$ cat config.mk
export PLATFORM = sky130hd
export DESIGN_NAME = bgrs_ctrl
export DESIGN_NICKNAME = d
export VERILOG_FILES = /design/src/rtl/core/bgrs_pkg.sv /design/src/rtl/core/bgrs_ctrl.sv
export SDC_FILE = /design/constraint.sdc
export NUM_CORES = 1
export LEC_CHECK = 0
export ABC_AREA = 1
export BUFFER_PORTS_ARGS = -buffer_cell sky130_fd_sc_hd__buf_2
export CAP_MARGIN = 20
export CORE_UTILIZATION = 25
export CTS_BUF_LIST = sky130_fd_sc_hd__clkbuf_8
export DETAILED_ROUTE_END_ITERATION = 10
export GPL_TIMING_DRIVEN = 0
export HOLD_SLACK_MARGIN = 0.03
export SLEW_MARGIN = 20
export SYNTH_ARGS = -nofsm -noshare
export SYNTH_HDL_FRONTEND = slang
export SYNTH_SLANG_ARGS = --single-unit
$ cat constraint.sdc
create_clock -name clk -period 1.6 [get_ports clk]
set_input_delay 0.48 -clock clk [delete_from_list [all_inputs] [get_ports clk]]
set_output_delay 0.48 -clock clk [all_outputs]
set_load 0.01 [all_outputs]
$ cat src/rtl/core/bgrs_pkg.sv
// Shared types and constants of the bounded grid reach search block.
// Holds payload structs, request and register codes, and the control bundles.
// No dependencies.
package bgrs_pkg;

	// Default sizes handed to the top level parameters.
	localparam int DEF_MAX_COLS   = 64;
	localparam int DEF_MAX_ROWS   = 64;
	localparam int DEF_LEVEL_BITS = 8;

	// Field widths fixed by the port contract.
	localparam int COORD_W    = 6;
	localparam int LEVEL_IN_W = 8;
	localparam int STEPS_W    = 6;
	localparam int COUNT_W    = 13;
	localparam int DIST_W     = 7;
	localparam int CFG_DIM_W  = 7;
	localparam int CFG_IDX_W  = 3;
	localparam int CFG_DATA_W = 8;

	// Distance code of a tile that the last search did not reach.
	localparam logic [DIST_W-1:0] UNREACHED = 7'd127;

	// Request codes.
	localparam logic [1:0] REQ_WRITE  = 2'd0;
	localparam logic [1:0] REQ_SEARCH = 2'd1;
	localparam logic [1:0] REQ_QUERY  = 2'd2;

	// Configuration register indexes.
	localparam logic [CFG_IDX_W-1:0] CFG_GRID_WIDTH  = 3'd0;
	localparam logic [CFG_IDX_W-1:0] CFG_GRID_HEIGHT = 3'd1;
	localparam logic [CFG_IDX_W-1:0] CFG_JUMP_LIMIT  = 3'd2;
	localparam logic [CFG_IDX_W-1:0] CFG_FALL_LIMIT  = 3'd3;
	localparam logic [CFG_IDX_W-1:0] CFG_MOVE_RANGE  = 3'd4;
	localparam logic [CFG_IDX_W-1:0] CFG_START_X     = 3'd5;
	localparam logic [CFG_IDX_W-1:0] CFG_START_Y     = 3'd6;

	typedef struct packed {
		logic [1:0]            req_type;
		logic [COORD_W-1:0]    tile_x;
		logic [COORD_W-1:0]    tile_y;
		logic [LEVEL_IN_W-1:0] tile_level;
	} req_t;

	typedef struct packed {
		logic               status;
		logic               reachable;
		logic [STEPS_W-1:0] steps_used;
		logic [COUNT_W-1:0] reachable_count;
	} rsp_t;

	// Which response the datapath assembles.
	typedef enum logic [1:0] {
		RSP_WRITE,
		RSP_NONE,
		RSP_QUERY,
		RSP_SEARCH
	} rsp_sel_t;

	// Controller to datapath commands.
	typedef struct packed {
		logic     sweep_lvl;
		logic     sweep_dst;
		logic     wr_level;
		logic     q_capture;
		logic     seed;
		logic     pop;
		logic     cur_load;
		logic     exp_load;
		logic     nb_issue;
		logic     nb_next;
		logic     nb_commit;
		logic     rsp_load;
		rsp_sel_t rsp_sel;
	} bgrs_cmd_t;

	// Datapath to controller status.
	typedef struct packed {
		logic sweep_last;
		logic start_in;
		logic queue_empty;
		logic cur_done;
		logic nb_valid;
		logic k_last;
		logic rsp_busy;
	} bgrs_sts_t;

endpackage

$ cat src/rtl/core/bgrs_ctrl.sv
// Controller of the reach search: request decode and the search sequence.
// Drives datapath commands from datapath status. Depends on bgrs_pkg.
module bgrs_ctrl
	import bgrs_pkg::*;
(
	input  logic      clk,
	input  logic      arst_n,
	input  logic      req_valid,
	input  logic [1:0] req_type,
	output logic      req_stall,
	input  bgrs_sts_t sts,
	output bgrs_cmd_t cmd
);

	typedef enum logic [3:0] {
		ST_INIT,
		ST_IDLE,
		ST_QRY,
		ST_CLR,
		ST_SEED,
		ST_POP,
		ST_CUR,
		ST_EXP,
		ST_NB,
		ST_CHK,
		ST_DONE
	} state_t;

	state_t state_q, state_d;
	logic   ready;

	assign ready     = (state_q == ST_IDLE) && !sts.rsp_busy;
	assign req_stall = !ready;

	// Commands and next state
	always_comb begin
		cmd     = '0;
		state_d = state_q;
		unique case (state_q)
			ST_INIT: begin
				cmd.sweep_lvl = 1'b1;
				if (sts.sweep_last) begin
					state_d = ST_IDLE;
				end
			end
			ST_IDLE: begin
				if (req_valid && ready) begin
					unique case (req_type)
						REQ_WRITE: begin
							cmd.wr_level = 1'b1;
							cmd.rsp_load = 1'b1;
							cmd.rsp_sel  = RSP_WRITE;
						end
						REQ_SEARCH: state_d = ST_CLR;
						REQ_QUERY: begin
							cmd.q_capture = 1'b1;
							state_d       = ST_QRY;
						end
						default: begin
							cmd.rsp_load = 1'b1;
							cmd.rsp_sel  = RSP_NONE;
						end
					endcase
				end
			end
			ST_QRY: begin
				cmd.rsp_load = 1'b1;
				cmd.rsp_sel  = RSP_QUERY;
				state_d      = ST_IDLE;
			end
			ST_CLR: begin
				cmd.sweep_dst = 1'b1;
				if (sts.sweep_last) begin
					state_d = ST_SEED;
				end
			end
			ST_SEED: begin
				cmd.seed = 1'b1;
				state_d  = sts.start_in ? ST_POP : ST_DONE;
			end
			ST_POP: begin
				if (sts.queue_empty) begin
					state_d = ST_DONE;
				end else begin
					cmd.pop = 1'b1;
					state_d = ST_CUR;
				end
			end
			ST_CUR: begin
				cmd.cur_load = 1'b1;
				state_d      = ST_EXP;
			end
			ST_EXP: begin
				cmd.exp_load = 1'b1;
				state_d      = sts.cur_done ? ST_POP : ST_NB;
			end
			ST_NB: begin
				if (sts.nb_valid) begin
					cmd.nb_issue = 1'b1;
					state_d      = ST_CHK;
				end else begin
					cmd.nb_next = 1'b1;
					state_d     = sts.k_last ? ST_POP : ST_NB;
				end
			end
			ST_CHK: begin
				cmd.nb_commit = 1'b1;
				cmd.nb_next   = 1'b1;
				state_d       = sts.k_last ? ST_POP : ST_NB;
			end
			ST_DONE: begin
				cmd.rsp_load = 1'b1;
				cmd.rsp_sel  = RSP_SEARCH;
				state_d      = ST_IDLE;
			end
			default: state_d = ST_IDLE;
		endcase
	end

	// Hold state
	always_ff @(posedge clk or negedge arst_n) begin
		if (!arst_n) begin
			state_q <= ST_INIT;
		end else begin
			state_q <= state_d;
		end
	end

endmodule

==> impl_results.md, run 1 <==
* First-pass GRT wire length at roughly 3300 um
* Smallest hold slack at roughly 0.055 ns
* Die span in y at around 51 um
* Via count at approximately 800
* Clock sinks at 4
* Core Rows at 17
* Initial DRC count at 17
* CP Launch Type: register
* Mapped Cells at 101
* Synth Cell Area at 607 um^2
* Worst Path Required at 1.12 ns
* Chip width at 51.3 um
* Vias in the first global route at 782
* Longest Clk Path Bufs at 2
* Syn. warnings at 0
* CP Max Fanout at 3
* F_max at about 560 MHz
* Area growth from synthesis to layout at 78.1%
* Num CTS Buffers at 3
* Crit path capture type: primary output
* DR DRC count at 0
* Worst path slowest cell: dfrtp_2
* Vias/cell at ~4.6
* Pin count of the biggest net entering global routing at 7
* Clock tree root driver cell: clkbuf_8
* CTS tree: yes
* Largest regs: state_q: 4 flops
* Syn nets at roughly 120
* CTS H-tree lvls at 1
* Final wirelength at 1970 um
* Clock Skew at 0.00388 ns
* Max-cap violations at 0
* Cell leakage power at 0.596 nW
* Fillcell total at ~220
* Seq/Total Area, Yosys at 0.165
* Final #Nets at ~160
* Port bufs at 26
* Post-layout total power at 2.16 mW
* Data arrival time of the critical path at 1.31 ns
* CP top delay family: flip-flops
* Layout cells sized above 1 at 0.562
* Relative slew slack at 0.877
* Fin crit period at between 1.5 and 2 ns
* Most common library cell in the layout ignoring fill and taps: buf_2
* GP Congestion at approximately 0.83
* Critical path buffers and inverters at 4
* Clock latency on the worst-skew pair at around 0.22 ns
* Run status: complete, but fails checks
* Core area at 2250 um^2
* DP HPWL at 1290 um
* Yosys cell types at 22
* Initial Utilization at 0.269
* Largest reg by FF count: state_q
* Final Hold Fails at 0
* Failing checks: negative setup slack
* Post-DRT Antenna Nets at 0
* Worst VDD drop at about 0.84 mV
* Routed wire per std cell at 11.3 um
* Worst Tran Pin Value at between 0.15 and 0.2 ns
* Power per cell area at roughly 2000 nW/um^2
* Initial antenna violation count at 0
* Die area at 2630 um^2
* RSZ-0062 raised after global routing: true
* Fin crit share at 1.12
* Router iterations before antenna repair at 4
* Count of final max-slew check failures at 0
* Mean Syn Cell Area at about 6.0 um^2
* Final Worst Setup Slack at -0.187 ns
* Hold Path Class: input port to asynchronous set/reset pin
* Total GRT Usage at 0.164
* Clock transition at the registers of the reported paths at 0.03 ns
* Io pins at 27
* Critical path cell sequence: inv_4 > nand2_4 > nor2_4 > buf_4 > buf_6 > nand2_1 > buf_2
* N_diodes at 0
* Max reg flops at 4
* Flops & latches, synth at 4
* Most frequent cells in the layout: buf_2 (23), nand2_1 (19), inv_1 (17)
* Grt total ovfl at 0
* Critical path class: register to primary output
* Worst path max stage delay at 0.44 ns
* # setup viols final at 14
[cell families (layout without fill, tap and decap cells)]
kind of cell,count (synthesis),after routing,share of synthesized area
simple gates,58,58,0.472
fa+ha+maj,4,4,0.0825
flops,4,4,0.165
buf+inv,24,69,0.169
compound gates,11,11,0.111
[final timing paths]
check	slack (ns)	startpoint	endpoint	depth (start not counted)
max reg2reg	0.19	state_q[0]	state_q[0]	11
min in group clk	0.55	sts[6]	state_q[1]	4
max in group asynchronous	1.41	arst_n	state_q[1]	1
min	0.05	arst_n	state_q[3]	1
min reg2reg	0.75	state_q[0]	state_q[0]	4
max	-0.19	state_q[1]	req_stall	7
[stage by stage]
step	cells	TNS (ns)	utilization	area, um^2	worst slack, ns
after floorplan	101	-0.0287	-	607	-0.0144
after global placement	155	-0.694	0.342	772	-0.197
after detailed placement	155	-0.721	0.342	772	-0.214
after CTS	174	-1.11	0.455	1030	-0.160
after global routing	174	-2.11	0.479	1080	-0.218
final	174	-1.47	0.479	1080	-0.187
[synthesized netlist by cell type]
cell type / count / share of area
nand3b_2: 1 / 0.019
o21ai_2: 1 / 0.014
nand2_1: 22 / 0.14
inv_2: 4 / 0.025
nor2_1: 14 / 0.087
o21ai_0: 3 / 0.025
nor2_2: 3 / 0.031
nand3_2: 1 / 0.016
nand2_4: 2 / 0.037
a21oi_2: 1 / 0.014
nand3_1: 11 / 0.091
nand2_2: 1 / 0.010
buf_6: 1 / 0.019
a21oi_1: 3 / 0.025
clkinv_4: 1 / 0.014
o22ai_1: 2 / 0.021
inv_1: 18 / 0.11
ha_1: 4 / 0.082
dfrtp_1: 4 / 0.16
o211ai_1: 1 / 0.012
nor2_4: 2 / 0.037
nor3_1: 1 / 0.0082
[per-layer routing]
metal	up-vias	share of wire	global-route usage
met5	-	0	0
met4	0	0.025	0.0541
met3	4	0.044	0.0119
met2	25	0.54	0.305
met1	360	0.39	0.196
li1	408	-	-
[layout make-up]
type	instances	area, um^2	area share
Multi-Input combinational cell	73	517	0.478
Timing Repair Buffer	42	277	0.256
Sequential cell	4	104	0.0961
Inverter	23	96.3	0.0891
Clock buffer	3	41.3	0.0382
Tap cell	28	35.0	0.0324
Buffer	1	11.3	0.0104
[what timing repair did]
| action | in CTS | in global routing |
|---|---|---|
| hold endpoints to repair | 0 | 0 |
| cloned | 0 | 0 |
| pin swaps | 8 | 4 |
| hold buffers | 0 | 0 |
| setup endpoints to repair | 15 | 15 |
| setup buffers | 16 | 1 |
| gates resized for setup | 24 | 11 |
[where the power goes]
part	switching, mW	internal (mW)
Combinational	0.948	0.779
Sequential	0.0509	0.159
Clock	0.0581	0.161
(Power assumes the default switching activity.)
==> run 2, diff against run 1 <==
CTS_BUF_LIST = sky130_fd_sc_hd__clkbuf_4   (was sky130_fd_sc_hd__clkbuf_8)
==> run 2 against run 1 <==
The run still ends with negative setup slack left. Total power is 1.0% lower. Maximum frequency increased by 0.25%. Clock-buffer cell count is the same. Register-to-register slack worse by 0.13 ns. Clock skew fell by 0.00079 ns. Routed wire length down 3.9%. Sequential share of layout area hardly changed. Design area decreased by 0.12%. Via count is 0.63% higher. Non-clock buffer count grew 3. Critical path type unchanged. Highest routed layer unchanged.
==> impl_results.md, run 2 (synthesis gave the netlist of run 1 again) <==
* Chip width at 51.3 um (unchanged)
* R2R Path End: state_q[1]
* Vias/cell at 4.53 (-1.1%)
* Routed wire per std cell at 10.7 um (-5.5%)
* Largest reg by FF count: state_q
* Final wirelength at 1900 um (-3.9%)
* GP Congestion at 0.827 (unchanged)
* Area growth from synthesis to layout at 77.9%
* Fin crit period at 1.78 ns (-0.00449 ns)
* Final Worst Setup Slack at -0.183 ns (+0.00449 ns)
* Grt total ovfl at 0 (unchanged)
* Clock transition at the registers of the reported paths at 0.04 ns (about the same)
* Clock power frac at 0.057 (-0.045)
* Core area at 2250 um^2 (unchanged)
* Comb power frac at 0.845 (+0.044)
* Post-DRT Antenna Nets at 0 (unchanged)
* CTS tree: yes
* Non-filler cells, final at 177 (+1.7%)
* Longest Clk Path Bufs at 2 (unchanged)
* Core Rows at 17 (unchanged)
* Count of final max-slew check failures at 0 (unchanged)
* Via count at 802 (+0.63%)
* CP Launch Type: register
* Net Sw Frac at 0.489 (-0.00126)
* Largest regs: state_q: 4 flops
* Clock Skew at 0.00309 ns (-0.000791 ns)
* Most common library cell in the layout ignoring fill and taps: buf_2
* Most frequent cells in the layout: buf_2 (22), nand2_1 (18), buf_4 (17)
* Clock sinks at 4 (unchanged)
* Clock tree root driver cell: clkbuf_4
* Pin count of the biggest net entering global routing at 7 (unchanged)
* Dpl cells at 155 (unchanged)
* Data arrival time of the critical path at 1.30 ns (about the same)
* Power per cell area at 1980 nW/um^2 (-0.90%)
* Final TNS setup at -1.58 ns (-0.106 ns)
* Relative slew slack at 0.878 (+0.00120)
* Final #Nets at 167 (+1.8%)
* Die span in y at 51.3 um (unchanged)
* Max reg flops at 4 (unchanged)
* Die area at 2630 um^2 (unchanged)
* # setup viols final at 15 (+1)
* Total GRT Usage at 0.155 (-0.00865)
* Reg2reg start: state_q[0]
* Worst r2r path cells at 12 (+1)
* Worst Path Required at 1.12 ns (about the same)
* Run status: complete, but fails checks
* Dpl ws at -0.214 ns (unchanged)
* Port bufs at 26 (unchanged)
* Io pins at 27 (unchanged)
* Initial DRC count at 13 (-4)
* DR DRC count at 0 (unchanged)
* Sequential power share at 0.097 (about the same)
* Switching pwr at 1.04 mW (-1.3%)
* Cell leakage power at 0.600 nW (+0.62%)
* Worst Tran Pin Value at 0.183 ns (-0.00179 ns)
* Final Hold Fails at 0 (unchanged)
* Worst VDD drop at 0.992 mV (+18%)
* Crit path capture type: primary output
* CTS H-tree lvls at 1 (unchanged)
* Critical path class: register to primary output
* N_diodes at 0 (unchanged)
* Fin crit share at 1.11 (-0.00281)
* Layout cells sized above 1 at 0.591 (+0.0290)
* Hold Path Class: input port to asynchronous set/reset pin
* Vias in the first global route at 784 (+0.26%)
* Initial antenna violation count at 0 (unchanged)
* Cell-internal power at 1.09 mW (-0.77%)
* First-pass GRT wire length at 3180 um (-3.6%)
* Initial Utilization at 0.269 (unchanged)
* Max-cap violations at 0 (unchanged)
* Failing checks: negative setup slack
* Num CTS Buffers at 3 (unchanged)
* DP HPWL at 1290 um (unchanged)
* RSZ-0062 raised after global routing: true
* Router iterations before antenna repair at 4 (unchanged)
* Clock latency on the worst-skew pair at 0.23 ns (about the same)
* Internal reg-to-reg setup slack at 0.06 ns (-0.13 ns)
* CP Max Fanout at 2 (-1)
* F_max at 561 MHz (+0.25%)
* Hold_buf cts at 0 (unchanged)
[run 2: area by class of cell]
cell class                      instances  area (um^2)
Tap cell                               28         35.0
Buffer                                  1         11.3
Clock buffer                            3         22.5
Fill cell                             225         1170
Timing Repair Buffer                   45          305
Multi-Input combinational cell         73          505
Inverter                               23         96.3
Sequential cell                         4          104
[run 2: power by group through the flow]
stage / combinational, mW / sequential [mW] / clock (mW)
after floorplan: 0.769 / 0.209 / 0
after CTS: 1.59 / 0.203 / 0.127
after global routing: 1.96 / 0.211 / 0.136
after global placement: 0.991 / 0.230 / 0
final: 1.80 / 0.208 / 0.122
after detailed placement: 1.00 / 0.232 / 0
[run 2: worst max path at each step]
stage / end / slack [ns] / depth (start not counted) / start
detailed placement: cmd[0] / -0.21 / 6 / state_q[1]
floorplan: cmd[0] / -0.01 / 5 / state_q[1]
finish: req_stall / -0.18 / 7 / state_q[3]
CTS: cmd[0] / -0.18 / 6 / state_q[3]
global placement: cmd[0] / -0.20 / 6 / state_q[1]
global route: cmd[0] / -0.24 / 6 / state_q[3]
[run 2: what timing repair did]
| action | in CTS | in global routing |
|---|---|---|
| setup buffers | 16 | 4 |
| resized for setup | 24 | 14 |
| gates cloned | 0 | 0 |
| pin swaps | 8 | 5 |
| endpoints found under the setup margin | 15 | 15 |
| hold endpoints to repair | 0 | 0 |
[run 2: layer usage]
metal	GRT usage	up-vias	wire, um
met1	0.183	356	781
met2	0.289	29	1010
met5	0	-	0
met4	0.0541	0	16
met3	0.0119	2	85
li1	-	415	-
[run 2: stage by stage]
stage               hold slack [ns]  total power, mW  utilization  cell area, um^2
floorplan                     0.184            0.978            -              607
global route                 0.0422             2.31        0.479             1080
detailed placement            0.288             1.23        0.342              772
CTS                          0.0393             1.92        0.447             1010
finish                       0.0447             2.13        0.479             1080
global placement              0.287             1.22        0.342              772
[run 2: worst max-delay path: stages, from the launching register on]
cell     delay [ns]
dfrtp_2        0.43
inv_4          0.08
nand2_4        0.06
nor2_4         0.13
buf_4          0.13
buf_6          0.08
nand2_1        0.04
buf_2          0.13
